===== src/hw/rtl/imuk_pkg.sv =====
package imuk_pkg;

    // CORDIC default step count and step index width.
    localparam int CORDIC_STEPS_DEF = 16;
    localparam int STEP_IDX_W       = 5;

    // Datapath widths: CORDIC x/y, angle accumulator, estimate, output.
    localparam int CW = 28;
    localparam int ZW = 29;
    localparam int EW = 32;
    localparam int OW = 22;

    localparam logic signed [ZW-1:0] ANG_PI     = 29'sd52707179;
    localparam logic signed [23:0]   DEG_MUL    = 24'sd3754936;
    localparam logic [15:0]          GAIN_RESET = 16'd1638;

    typedef enum logic [1:0] {
        AXIS_ROLL,
        AXIS_PITCH,
        AXIS_YAW
    } axis_t;

    typedef enum logic [1:0] {
        REG_GAIN_ROLL,
        REG_GAIN_PITCH,
        REG_GAIN_YAW
    } reg_idx_t;

    typedef enum logic [2:0] {
        ST_IDLE,
        ST_CINIT,
        ST_CITER,
        ST_UMUL,
        ST_USUM,
        ST_DMUL,
        ST_DSAT,
        ST_PUB
    } state_t;

    // Commands from the controller to the datapath.
    typedef struct packed {
        logic                  load;
        logic                  cord_init;
        logic                  cord_iter;
        logic                  upd_mul;
        logic                  upd_sum;
        logic                  deg_mul;
        logic                  deg_sat;
        logic                  publish;
        axis_t                 axis;
        logic [STEP_IDX_W-1:0] step;
    } dp_cmd_t;

    // Arctangent of 2^-i in 2^-24 rad.
    function automatic logic [23:0] atan_val(input logic [STEP_IDX_W-1:0] i);
        logic [23:0] v;
        case (i)
            5'd0:    v = 24'd13176795;
            5'd1:    v = 24'd7778716;
            5'd2:    v = 24'd4110060;
            5'd3:    v = 24'd2086331;
            5'd4:    v = 24'd1047214;
            5'd5:    v = 24'd524117;
            5'd6:    v = 24'd262123;
            5'd7:    v = 24'd131069;
            5'd8:    v = 24'd65536;
            5'd9:    v = 24'd32768;
            5'd10:   v = 24'd16384;
            5'd11:   v = 24'd8192;
            5'd12:   v = 24'd4096;
            5'd13:   v = 24'd2048;
            5'd14:   v = 24'd1024;
            5'd15:   v = 24'd512;
            5'd16:   v = 24'd256;
            5'd17:   v = 24'd128;
            5'd18:   v = 24'd64;
            5'd19:   v = 24'd32;
            5'd20:   v = 24'd16;
            5'd21:   v = 24'd8;
            5'd22:   v = 24'd4;
            5'd23:   v = 24'd2;
            default: v = 24'd0;
        endcase
        return v;
    endfunction

endpackage


===== src/hw/rtl/imuk_if.sv =====
// Sample channel: one IMU sample per beat.
interface imuk_sample_if;
    logic               valid;
    logic               ready;
    logic signed [15:0] accel_x;
    logic signed [15:0] accel_y;
    logic signed [15:0] accel_z;
    logic signed [15:0] rate_x;
    logic signed [15:0] rate_y;
    logic signed [15:0] rate_z;
    logic [15:0]        step_time;

    modport source (output valid, accel_x, accel_y, accel_z, rate_x, rate_y, rate_z,
                    step_time, input ready);
    modport sink (input valid, accel_x, accel_y, accel_z, rate_x, rate_y, rate_z,
                  step_time, output ready);
endinterface

// Angle channel: three estimates in 1/256 degree per beat.
interface imuk_angle_if;
    logic               valid;
    logic               ready;
    logic signed [21:0] angle_roll_deg;
    logic signed [21:0] angle_pitch_deg;
    logic signed [21:0] angle_yaw_deg;

    modport source (output valid, angle_roll_deg, angle_pitch_deg, angle_yaw_deg,
                    input ready);
    modport sink (input valid, angle_roll_deg, angle_pitch_deg, angle_yaw_deg,
                  output ready);
endinterface


===== src/hw/rtl/imuk_ctrl.sv =====
module imuk_ctrl #(
    parameter int CORDIC_STEPS = imuk_pkg::CORDIC_STEPS_DEF
) (
    input  logic              clk,
    input  logic              rst_n,
    input  logic              in_valid,
    output logic              in_ready,
    output logic              out_valid,
    input  logic              out_ready,
    output imuk_pkg::dp_cmd_t cmd
);
    import imuk_pkg::*;

    localparam int STEP_W = $clog2(CORDIC_STEPS);

    state_t             state_reg, state_next;
    axis_t              axis_reg, axis_next;
    logic [STEP_W-1:0]  step_reg, step_next;
    logic               out_valid_reg, out_valid_next;

    // State, axis, step and output-valid registers.
    always_ff @(posedge clk or negedge rst_n)
    begin
        if (!rst_n)
        begin
            state_reg     <= ST_IDLE;
            axis_reg      <= AXIS_ROLL;
            step_reg      <= '0;
            out_valid_reg <= 1'b0;
        end
        else
        begin
            state_reg     <= state_next;
            axis_reg      <= axis_next;
            step_reg      <= step_next;
            out_valid_reg <= out_valid_next;
        end
    end

    // Sequencing: CORDIC then update and degree conversion, one axis at a time.
    always_comb
    begin
        state_next     = state_reg;
        axis_next      = axis_reg;
        step_next      = step_reg;
        out_valid_next = out_valid_reg && !out_ready;
        in_ready       = 1'b0;
        cmd            = '0;
        cmd.axis       = axis_reg;
        cmd.step       = STEP_IDX_W'(step_reg);
        unique case (state_reg)
            ST_IDLE:
            begin
                in_ready = 1'b1;
                if (in_valid)
                begin
                    cmd.load   = 1'b1;
                    axis_next  = AXIS_ROLL;
                    state_next = ST_CINIT;
                end
            end
            ST_CINIT:
            begin
                cmd.cord_init = 1'b1;
                step_next     = '0;
                state_next    = ST_CITER;
            end
            ST_CITER:
            begin
                cmd.cord_iter = 1'b1;
                if (step_reg == STEP_W'(CORDIC_STEPS - 1))
                begin
                    state_next = ST_UMUL;
                end
                else
                begin
                    step_next = step_reg + STEP_W'(1);
                end
            end
            ST_UMUL:
            begin
                cmd.upd_mul = 1'b1;
                state_next  = ST_USUM;
            end
            ST_USUM:
            begin
                cmd.upd_sum = 1'b1;
                state_next  = ST_DMUL;
            end
            ST_DMUL:
            begin
                cmd.deg_mul = 1'b1;
                state_next  = ST_DSAT;
            end
            ST_DSAT:
            begin
                cmd.deg_sat = 1'b1;
                case (axis_reg)
                    AXIS_ROLL:  axis_next = AXIS_PITCH;
                    AXIS_PITCH: axis_next = AXIS_YAW;
                    default:    axis_next = AXIS_ROLL;
                endcase
                state_next = (axis_reg == AXIS_YAW) ? ST_PUB : ST_CINIT;
            end
            ST_PUB:
            begin
                // Wait for the output register to be free.
                if (!out_valid_reg || out_ready)
                begin
                    cmd.publish    = 1'b1;
                    out_valid_next = 1'b1;
                    state_next     = ST_IDLE;
                end
            end
            default:
            begin
                state_next = ST_IDLE;
            end
        endcase
    end

    assign out_valid = out_valid_reg;

endmodule


===== src/hw/rtl/imuk_datapath.sv =====
module imuk_datapath (
    input  logic               clk,
    input  logic               rst_n,
    input  imuk_pkg::dp_cmd_t  cmd,
    input  logic               wr_en,
    input  logic [1:0]         wr_index,
    input  logic [15:0]        wr_data,
    input  logic signed [15:0] accel_x,
    input  logic signed [15:0] accel_y,
    input  logic signed [15:0] accel_z,
    input  logic signed [15:0] rate_x,
    input  logic signed [15:0] rate_y,
    input  logic signed [15:0] rate_z,
    input  logic [15:0]        step_time,
    output logic signed [21:0] angle_roll_deg,
    output logic signed [21:0] angle_pitch_deg,
    output logic signed [21:0] angle_yaw_deg
);
    import imuk_pkg::*;

    logic signed [15:0] ax_reg, ay_reg, az_reg, rx_reg, ry_reg, rz_reg;
    logic [15:0]        dt_reg;
    logic [15:0]        gain_reg [3];
    logic signed [EW-1:0] est_reg [3];
    logic signed [OW-1:0] res_reg [3];
    logic signed [OW-1:0] out_reg [3];

    logic signed [CW-1:0] x_reg, y_reg, x_next, y_next;
    logic signed [ZW-1:0] z_reg, z_next;
    logic                 zero_reg, zero_next;

    logic signed [32:0] gyro_prod_reg, gyro_prod_next;
    logic signed [49:0] corr_prod_reg, corr_prod_next;
    logic signed [55:0] deg_prod_reg, deg_prod_next;

    logic signed [15:0]   ya, xa, rate_sel;
    logic [15:0]          gain_sel;
    logic signed [EW-1:0] est_sel, est_next;
    logic signed [OW-1:0] res_next;
    logic signed [16:0]   yn, xn;
    logic signed [CW-1:0] ys, xs, dx, dy;
    logic signed [ZW-1:0] at, meas;
    logic signed [32:0]   diff, gyro;
    logic signed [49:0]   corr_round;
    logic signed [35:0]   total;
    logic signed [55:0]   deg_round;
    logic signed [23:0]   deg;
    logic [1:0]           ax_idx;

    assign ax_idx = cmd.axis;

    // Per-axis operand selection.
    always_comb
    begin
        case (cmd.axis)
            AXIS_ROLL:
            begin
                ya = ax_reg; xa = az_reg; rate_sel = rx_reg;
            end
            AXIS_PITCH:
            begin
                ya = ay_reg; xa = az_reg; rate_sel = ry_reg;
            end
            default:
            begin
                ya = ax_reg; xa = ay_reg; rate_sel = rz_reg;
            end
        endcase
        gain_sel = gain_reg[ax_idx == 2'd3 ? 2'd2 : ax_idx];
        est_sel  = est_reg[ax_idx == 2'd3 ? 2'd2 : ax_idx];
    end

    // CORDIC start and one vectoring step.
    always_comb
    begin
        yn = -{ya[15], ya};
        xn = -{xa[15], xa};
        ys = {{(CW-25){yn[16]}}, yn, 8'b0};
        xs = {{(CW-25){xn[16]}}, xn, 8'b0};
        dx = y_reg >>> cmd.step;
        dy = x_reg >>> cmd.step;
        at = ZW'(atan_val(cmd.step));
        x_next = x_reg;
        y_next = y_reg;
        z_next = z_reg;
        zero_next = zero_reg;
        if (cmd.cord_init)
        begin
            zero_next = (ya == 16'sd0) && (xa == 16'sd0);
            if (xs < 0)
            begin
                z_next = (ys >= 0) ? ANG_PI : -ANG_PI;
                x_next = -xs;
                y_next = -ys;
            end
            else
            begin
                z_next = '0;
                x_next = xs;
                y_next = ys;
            end
        end
        else if (cmd.cord_iter)
        begin
            if (y_reg >= 0)
            begin
                x_next = x_reg + dx;
                y_next = y_reg - dy;
                z_next = z_reg + at;
            end
            else
            begin
                x_next = x_reg - dx;
                y_next = y_reg + dy;
                z_next = z_reg - at;
            end
        end
    end

    // Products, rounding and saturation of the estimate update and the degree conversion.
    always_comb
    begin
        meas = zero_reg ? '0 : z_reg;
        diff = 33'(meas) - 33'(est_sel);
        gyro_prod_next = 33'(rate_sel) * 33'($signed({1'b0, dt_reg}));
        corr_prod_next = 50'(diff) * 50'($signed({1'b0, gain_sel}));
        gyro = (gyro_prod_reg + 33'sd8) >>> 4;
        corr_round = (corr_prod_reg + 50'sd16384) >>> 15;
        total = 36'(est_sel) + 36'(gyro) + 36'(corr_round);
        if (total > 36'sd2147483647)
        begin
            est_next = 32'sh7fffffff;
        end
        else if (total < -36'sd2147483648)
        begin
            est_next = 32'sh80000000;
        end
        else
        begin
            est_next = 32'(total);
        end
        deg_prod_next = 56'(est_sel) * 56'(DEG_MUL);
        deg_round = (deg_prod_reg + 56'sd2147483648) >>> 32;
        deg = 24'(deg_round);
        if (deg > 24'sd2097151)
        begin
            res_next = 22'sh1fffff;
        end
        else if (deg < -24'sd2097152)
        begin
            res_next = 22'sh200000;
        end
        else
        begin
            res_next = 22'(deg);
        end
    end

    // Gains and estimates, the block's reset state.
    always_ff @(posedge clk or negedge rst_n)
    begin
        if (!rst_n)
        begin
            for (int k = 0; k < 3; k++)
            begin
                gain_reg[k] <= GAIN_RESET;
                est_reg[k]  <= '0;
            end
        end
        else
        begin
            if (wr_en)
            begin
                case (wr_index)
                    REG_GAIN_ROLL:  gain_reg[0] <= wr_data;
                    REG_GAIN_PITCH: gain_reg[1] <= wr_data;
                    REG_GAIN_YAW:   gain_reg[2] <= wr_data;
                    default:        ;
                endcase
            end
            if (cmd.upd_sum && ax_idx != 2'd3)
            begin
                est_reg[ax_idx] <= est_next;
            end
        end
    end

    // Payload registers.
    always_ff @(posedge clk)
    begin
        if (cmd.load)
        begin
            ax_reg <= accel_x;
            ay_reg <= accel_y;
            az_reg <= accel_z;
            rx_reg <= rate_x;
            ry_reg <= rate_y;
            rz_reg <= rate_z;
            dt_reg <= step_time;
        end
        x_reg    <= x_next;
        y_reg    <= y_next;
        z_reg    <= z_next;
        zero_reg <= zero_next;
        if (cmd.upd_mul)
        begin
            gyro_prod_reg <= gyro_prod_next;
            corr_prod_reg <= corr_prod_next;
        end
        if (cmd.deg_mul)
        begin
            deg_prod_reg <= deg_prod_next;
        end
        if (cmd.deg_sat && ax_idx != 2'd3)
        begin
            res_reg[ax_idx] <= res_next;
        end
        if (cmd.publish)
        begin
            out_reg <= res_reg;
        end
    end

    assign angle_roll_deg  = out_reg[0];
    assign angle_pitch_deg = out_reg[1];
    assign angle_yaw_deg   = out_reg[2];

endmodule


===== src/hw/rtl/imu_steady_state_kalman_attitude.sv =====
// Attitude estimator: each sample beat yields one beat of three angle estimates in
// 1/256 degree. A single shared CORDIC unit forms the three measured angles in turn,
// and one update path adds the gyro term and the gain-weighted correction per axis.
// After acceptance each of the three axes runs a start step, the CORDIC iterations,
// one per cycle, and the multiply, sum, degree-multiply and saturate update steps;
// the publish step then waits for the output register to be free. The next sample is
// taken while a result still waits in the output register. Gains must be written
// only while the block is idle; the block itself does not enforce this.
module imu_steady_state_kalman_attitude #(
    parameter int CORDIC_STEPS = imuk_pkg::CORDIC_STEPS_DEF
) (
    input  logic          clk,
    input  logic          rst_n,
    input  logic          wr_en,
    input  logic [1:0]    wr_index,
    input  logic [15:0]   wr_data,
    imuk_sample_if.sink   sample,
    imuk_angle_if.source  angles
);
    import imuk_pkg::*;

    dp_cmd_t cmd;

    // Sequencer.
    imuk_ctrl #(
        .CORDIC_STEPS(CORDIC_STEPS)
    ) u_ctrl (
        .clk      (clk),
        .rst_n    (rst_n),
        .in_valid (sample.valid),
        .in_ready (sample.ready),
        .out_valid(angles.valid),
        .out_ready(angles.ready),
        .cmd      (cmd)
    );

    // CORDIC, filter update and output registers.
    imuk_datapath u_dp (
        .clk            (clk),
        .rst_n          (rst_n),
        .cmd            (cmd),
        .wr_en          (wr_en),
        .wr_index       (wr_index),
        .wr_data        (wr_data),
        .accel_x        (sample.accel_x),
        .accel_y        (sample.accel_y),
        .accel_z        (sample.accel_z),
        .rate_x         (sample.rate_x),
        .rate_y         (sample.rate_y),
        .rate_z         (sample.rate_z),
        .step_time      (sample.step_time),
        .angle_roll_deg (angles.angle_roll_deg),
        .angle_pitch_deg(angles.angle_pitch_deg),
        .angle_yaw_deg  (angles.angle_yaw_deg)
    );

endmodule


===== src/flat_wrapper.sv =====
// flat-port wrapper written by rule: the top's interface ports become plain ports
module imu_steady_state_kalman_attitude_flat import imuk_pkg::*;
#(
    parameter int CORDIC_STEPS = imuk_pkg::CORDIC_STEPS_DEF
)
  (clk, rst_n, wr_en, wr_index, wr_data, sample_valid, sample_accel_x, sample_accel_y, sample_accel_z, sample_rate_x, sample_rate_y, sample_rate_z, sample_step_time, sample_ready, angles_valid, angles_angle_roll_deg, angles_angle_pitch_deg, angles_angle_yaw_deg, angles_ready);
  imuk_sample_if sample_i ();
  imuk_angle_if angles_i ();
  input  logic clk;
  input  logic rst_n;
  input  logic wr_en;
  input  logic [1:0] wr_index;
  input  logic [15:0] wr_data;
  input wire logic [$bits(sample_i.valid)-1:0] sample_valid;
  input wire logic [$bits(sample_i.accel_x)-1:0] sample_accel_x;
  input wire logic [$bits(sample_i.accel_y)-1:0] sample_accel_y;
  input wire logic [$bits(sample_i.accel_z)-1:0] sample_accel_z;
  input wire logic [$bits(sample_i.rate_x)-1:0] sample_rate_x;
  input wire logic [$bits(sample_i.rate_y)-1:0] sample_rate_y;
  input wire logic [$bits(sample_i.rate_z)-1:0] sample_rate_z;
  input wire logic [$bits(sample_i.step_time)-1:0] sample_step_time;
  output wire logic [$bits(sample_i.ready)-1:0] sample_ready;
  output wire logic [$bits(angles_i.valid)-1:0] angles_valid;
  output wire logic [$bits(angles_i.angle_roll_deg)-1:0] angles_angle_roll_deg;
  output wire logic [$bits(angles_i.angle_pitch_deg)-1:0] angles_angle_pitch_deg;
  output wire logic [$bits(angles_i.angle_yaw_deg)-1:0] angles_angle_yaw_deg;
  input wire logic [$bits(angles_i.ready)-1:0] angles_ready;
  assign sample_i.valid = sample_valid;
  assign sample_i.accel_x = sample_accel_x;
  assign sample_i.accel_y = sample_accel_y;
  assign sample_i.accel_z = sample_accel_z;
  assign sample_i.rate_x = sample_rate_x;
  assign sample_i.rate_y = sample_rate_y;
  assign sample_i.rate_z = sample_rate_z;
  assign sample_i.step_time = sample_step_time;
  assign sample_ready = sample_i.ready;
  assign angles_valid = angles_i.valid;
  assign angles_angle_roll_deg = angles_i.angle_roll_deg;
  assign angles_angle_pitch_deg = angles_i.angle_pitch_deg;
  assign angles_angle_yaw_deg = angles_i.angle_yaw_deg;
  assign angles_i.ready = angles_ready;
  imu_steady_state_kalman_attitude #(.CORDIC_STEPS(CORDIC_STEPS)) u_core (.clk(clk), .rst_n(rst_n), .wr_en(wr_en), .wr_index(wr_index), .wr_data(wr_data), .sample(sample_i), .angles(angles_i));
endmodule

===== config.mk =====
export PLATFORM = sky130hd
export DESIGN_NAME = imu_steady_state_kalman_attitude_flat
export DESIGN_NICKNAME = d
export VERILOG_FILES = /design/src/hw/rtl/imuk_pkg.sv /design/src/hw/rtl/imuk_if.sv /design/src/hw/rtl/imuk_ctrl.sv /design/src/hw/rtl/imuk_datapath.sv /design/src/hw/rtl/imu_steady_state_kalman_attitude.sv /design/src/flat_wrapper.sv
export SDC_FILE = /design/constraint.sdc
export NUM_CORES = 2
export LEC_CHECK = 0
export BUFFER_PORTS_ARGS = -buffer_cell sky130_fd_sc_hd__buf_4
export CORE_ASPECT_RATIO = 0.8
export CORE_MARGIN = 2
export CORE_UTILIZATION = 25
export DETAILED_ROUTE_END_ITERATION = 8
export GPL_ROUTABILITY_DRIVEN = 0
export PLACE_DENSITY = 0.46
export SKIP_LAST_GASP = 1
export SLEW_MARGIN = 20
export SYNTH_ARGS = -nofsm -noshare
export SYNTH_HDL_FRONTEND = slang
export SYNTH_SLANG_ARGS = --single-unit
export TNS_END_PERCENT = 100

===== constraint.sdc =====
create_clock -name clk -period 12.16 [get_ports clk]
set_input_delay 1.216 -clock clk [delete_from_list [all_inputs] [get_ports clk]]
set_output_delay 1.216 -clock clk [all_outputs]
set_load 0.01 [all_outputs]

* Word level (Yosys, flattened, before mapping)
Memory sizes are Yosys's and may differ from the RTL's.
Cells that the tools add are included.
** Word-level totals
- Register bits :: 620
- Latch bits :: 0
- RAM bits :: 0
- Memory bits (read-only) :: 768
- Bits of input ports :: 135
- Logic and storage cells :: 163
- Memories :: 1
** Memories
- (name not given) :: depth 32, width 24, read ports 1, clocked after memory_dff 0, write ports 0, line imuk_pkg.sv:57 : case (i)
** Cells by class
- $add $sub $neg :: 17
- $mul :: 3
- Div/mod/pow operators :: 0
- Magnitude comparators :: 10
- Equal/unequal tests :: 18
- Shifts and indexed selects :: 2
- Multiplexer cells :: 57
- Bitwise gates (word level) :: 2
- Reductions and logical operators :: 23
** Operators with widths (count)
- $mux W28 :: 8
- $mux W29 :: 6
- $mux W32 :: 5
- $bwmux W96 :: 1
- $bwmux W66 :: 1
- $mux W22 :: 3
- $bmux W32 S2 :: 1
- $demux W32 S2 :: 1
- $mux W16 :: 4
- $add A28 B28 Y28 :: 2
- $add A56 B33 Y56 const B :: 1
- $neg A25 Y28 :: 2
- $sshr A28 B4 Y28 :: 2
- $sub A28 B28 Y28 :: 2
- $mul A32 B20 Y52 const B :: 1
- $add A50 B16 Y50 const B :: 1
- $mul A33 B17 Y50 :: 1
- $demux W22 S2 :: 1
- $add A33 B35 Y36 :: 1
- $gt A36 B32 Y1 const B :: 1
- $lt A36 B32 Y1 const B :: 1
- $neg A17 Y17 :: 2
- $add A32 B29 Y33 :: 1
- $add A33 B5 Y33 const B :: 1
- other kinds (39) :: 82

* Logic depth before layout (Yosys ltp)
- Depth after elaboration :: 12
- Gate-level depth with buffers :: 46
- Gate-level depth less buffers :: 37

* Hierarchy
A second synthesis with hierarchy kept.
** Unflattened totals
- Cell total of the unflattened synthesis :: 7938
- Area total of the unflattened synthesis :: 76487.1 µm²
** By module, submodules not included
- imuk_datapath :: instances 1, cells an instance 7879, area an instance 75906.6 µm², sequential area each 16238.1 µm²
- imuk_ctrl :: instances 1, cells an instance 59, area an instance 580.6 µm², sequential area each 250.2 µm²

* Worst setup path before layout
OpenSTA, ideal clock, no wires.
- Kind :: reg-to-reg
- Start point :: register u_core.u_ctrl.axis_reg[1]
- End point :: register u_core.u_dp.corr_prod_reg[49] (data pin)
- Arrival time :: 11461 ps
- Slack :: 426 ps
- Cell stages (with the launch flop) :: 44
- Cells stage by stage :: dfrtp_1 > clkbuf_1 > clkbuf_1 > buf_1 > clkbuf_1 > clkbuf_1 > buf_1 > clkbuf_1 > clkbuf_1 > nand2_1 > o21ai_0 > ha_1 > inv_1 > fa_1 > a21oi_1 > o21ai_0 > a21oi_1 > a31oi_1 > [... 8 more ...] > fa_1 > inv_1 > fa_1 > fa_1 > inv_1 > fa_1 > inv_1 > ha_1 > and2_1 > o21a_1 > o21ai_0 > a211o_1 > o21ai_0 > or3_1 > a21oi_1 > o31ai_1 > a2111oi_0 > xnor2_1
** Between the ends
- Word-level cells in the longest chain between the ends :: 8
- Elaborated cells on any way between the ends :: 11
** RTL lines
- start, declared :: line imuk_ctrl.sv:17 : axis_t axis_reg, axis_next;
- start signal, assigned :: line imuk_ctrl.sv:34 : axis_reg <= axis_next;
- $eq A2 B2 Y1 :: line imuk_datapath.sv:69, imuk_datapath.sv:70
- $mux W2 (*) :: line imuk_datapath.sv:69, imuk_datapath.sv:70
- $not A2 Y3 (*) :: line imuk_datapath.sv:69, imuk_datapath.sv:70
- $bmux W32 S2 :: line imuk_datapath.sv:70 : est_sel = est_reg[ax_idx == 2'd3 ? 2'd2 : ax_idx];
- $mux W32 (2 in a row) :: line imuk_datapath.sv:70
- $sub A29 B32 Y33 :: line imuk_datapath.sv:124 : diff = 33'(meas) - 33'(est_sel);
- $mul A33 B17 Y50 (*) :: line imuk_datapath.sv:126 : corr_prod_next = 50'(diff) * 50'($signed({1'b0, gain_sel}));
- via u_core.u_dp.corr_prod_next[49] :: line imuk_datapath.sv:33 : logic signed [49:0] corr_prod_reg, corr_prod_next;
- end signal, assigned :: line imuk_datapath.sv:208 : corr_prod_reg <= corr_prod_next;
- end, declared :: line imuk_datapath.sv:33
The timed path passes the listed nets; every way through them passes the cells marked *. The select of a mux whose other input is x is not followed.
A chain may end at the register's enable or synchronous reset.

* Worst setup path in the final report
- Start point :: register u_core.u_ctrl.axis_reg[0]
- End point :: register u_core.u_dp.corr_prod_reg[49] (data pin)
Same word-level chain as after synthesis.

==> impl_metrics.env <==
export IMPL_fmax_mhz=88.66
export IMPL_worst_setup_path_start_kind="register"
export IMPL_vias_per_cell=4.651
export IMPL_yosysTopAreaCell="fa_1"
export IMPL_slew_headroom=0.1975
export IMPL_htreeDepth=3
export IMPL_required_ps=12570
export IMPL_ys_ff_latch=574
export IMPL_finalCritPeriodShare=0.9276
export IMPL_fp_dieW_microns=625.1
export IMPL_root_buffer="clkbuf_16"
export IMPL_rsz0062_at_grt="false"
export IMPL_layout_nets=9959
export IMPL_finalMaxSlewViolations=0
export IMPL_first_global_vias=58707
export IMPL_skew_ps=42.94
export IMPL_areaGrowthSynthToFinish_pct=11.82
export IMPL_vias=56969
export IMPL_largest_reg_flops=96
export IMPL_path_common_cell="fa_1"
export IMPL_status="finished, final reports clean"
export IMPL_ys_warnings_count=0
export IMPL_syn_inst=8031
export IMPL_ant_nets=0
export IMPL_io_buffers=202
export IMPL_fin_crit_ps=11280
export IMPL_top_level_ports=203
export IMPL_hp_class="reg -> reg"
export IMPL_cts_tree="built"
export IMPL_syn_nets=9848
export IMPL_post_cts_buffers=0
export IMPL_antenna_found_initial=4
export IMPL_r2r_cells=35
export IMPL_synthTopCellsByArea="fa_1, edfxtp_1, ha_1"
export IMPL_cap_violations=0
export IMPL_drt_iter0_markers=3923
export IMPL_pre_cts_ws_ps=1117
export IMPL_rows=182
export IMPL_cts_hold_buffers=0
export IMPL_start_util=0.2512
export IMPL_ys_flop_type="edfxtp_1"
export IMPL_synth_top_area_share=0.2729
export IMPL_ys_types=96
export IMPL_clk_pin_slew_ps=60
export IMPL_track_usage=0.1513
export IMPL_critPathMaxStageDelay_ps=780
export IMPL_synthTopCellsByCount="inv_1, fa_1, nand2_1"
export IMPL_grt_overflow=0
export IMPL_crit_type="reg -> reg"
export IMPL_syn_avg_cell_area_sq_um=9.608
export IMPL_insertion_delay_ps=700
export IMPL_worst_ep_arrival_time_ps=11690
export IMPL_crit_path_end_kind="register"
export IMPL_dpl_hpwl_microns=191100
export IMPL_grt_pass1_wl_microns=365900
export IMPL_synthArstFlopShare=0.2683
export IMPL_drc=0
export IMPL_die_h_microns=500.9
export IMPL_worst_slew_pin_slew_ps=1170
export IMPL_yosysMostFrequentCell="inv_1"
export IMPL_cts_resized=0
export IMPL_drive_gt1_frac=0.08598
export IMPL_dr_pass1_iters=7
export IMPL_totalWireLength_microns=238000
export IMPL_whs_ps=415.9
export IMPL_worstHoldPathCells=0
export IMPL_cp_max_fo=28
export IMPL_core_sq_um=307200
export IMPL_cp_slowest_cell="dfrtp_4"
export IMPL_cts_buffers=70
export IMPL_die_area_sq_um=313100
export IMPL_ys_seq_area_frac=0.2137
export IMPL_synth_edf_count=420
export IMPL_setup_tns_ps=0
export IMPL_setup_violations=0
export IMPL_grt_max_degree=72
export IMPL_netlist_area_sq_um=77160
export IMPL_ctsLongestPathBuffers=3
export IMPL_setup_ws_ps=880.5
export IMPL_wl_per_cell_microns=19.43
export IMPL_finalHoldViolCount=0
export IMPL_cts_sinks=574
[final timing paths]
path	start	end	slack, ps
setup / recovery	u_core.u_ctrl.axis_reg[0]	u_core.u_dp.corr_prod_reg[49]	880
hold / removal	u_core.u_dp.res_reg[45]	u_core.u_dp.angle_roll_deg[1]	420
setup reg to reg	u_core.u_ctrl.axis_reg[0]	u_core.u_dp.corr_prod_reg[49]	880
hold reg to reg	u_core.u_dp.res_reg[45]	u_core.u_dp.angle_roll_deg[1]	420
max in group asynchronous	rst_n	u_core.u_dp.est_reg[37]	9720
min in group asynchronous	rst_n	u_core.u_dp.gain_reg[47]	470
[cell families after synthesis]
family / share of synthesized area
flip-flops: 0.2137
buffers and inverters: 0.08594
adder cells (fa/ha/maj): 0.3751
XOR/XNOR: 0.05278
multiplexers: 0.04714
AO/OA/AOI/OAI: 0.1008
AND/OR/NAND/NOR: 0.1246
[routing by layer]
layer | vias to the layer above | wire (microns) | global-route usage | part of all wire
met5 | - | 0 | 0 | 0
met4 | 0 | 4722 | 0.03016 | 0.020
met3 | 207 | 15250 | 0.02523 | 0.064
met2 | 1664 | 97230 | 0.2190 | 0.41
met1 | 28657 | 120800 | 0.2333 | 0.51
li1 | 26441 | - | - | -
[per-stage QoR]
stage	utilization	std cells	instance area, sq um
after floorplan	-	8031	77160
after global placement	0.2728	12117	83810
after detailed placement	0.2729	12117	83820
after CTS	0.2808	12247	86260
after global routing	0.2809	12249	86280
final	0.2809	12249	86280
[worst max-delay path: cells and delay by family (launching register included)]
kind / cells / cell delay (ps)
mux: 1 / 160
simple gates: 3 / 890
compound gates: 17 / 4710
flops: 1 / 780
xor+xnor: 1 / 140
buf+inv: 4 / 210
fa+ha+maj: 9 / 4130
[cell usage in the layout, fill, tap and decap left out, types with 108 or more instances in the layout]
| cell | count |
|---|---|
| edfxtp_1 | 420 |
| a21o_1 | 124 |
| xor2_1 | 191 |
| inv_1 | 1429 |
| nor2_1 | 438 |
| fa_1 | 1052 |
| nor2b_1 | 136 |
| o21ai_0 | 245 |
| nand2_1 | 852 |
| and2_1 | 108 |
| nand3_1 | 133 |
| mux2i_1 | 132 |
| a21oi_1 | 381 |
| ha_1 | 630 |
| xnor2_1 | 263 |
| buf_4 | 335 |
| dfrtp_1 | 130 |
[layout make-up]
class / count / area (sq um)
fillers: 32356 / 220900
multi-input cells: 5724 / 54340
flip-flops and latches: 574 / 16510
inverters: 1434 / 5383
well taps: 4048 / 5065
repair buffers: 338 / 2551
clock buffers: 90 / 1942
clock inverters: 40 / 495.5
diodes: 1 / 2.502
Power is not shown: default switching activity piles up to over one toggle a cycle in this logic, so the estimate is an artifact.
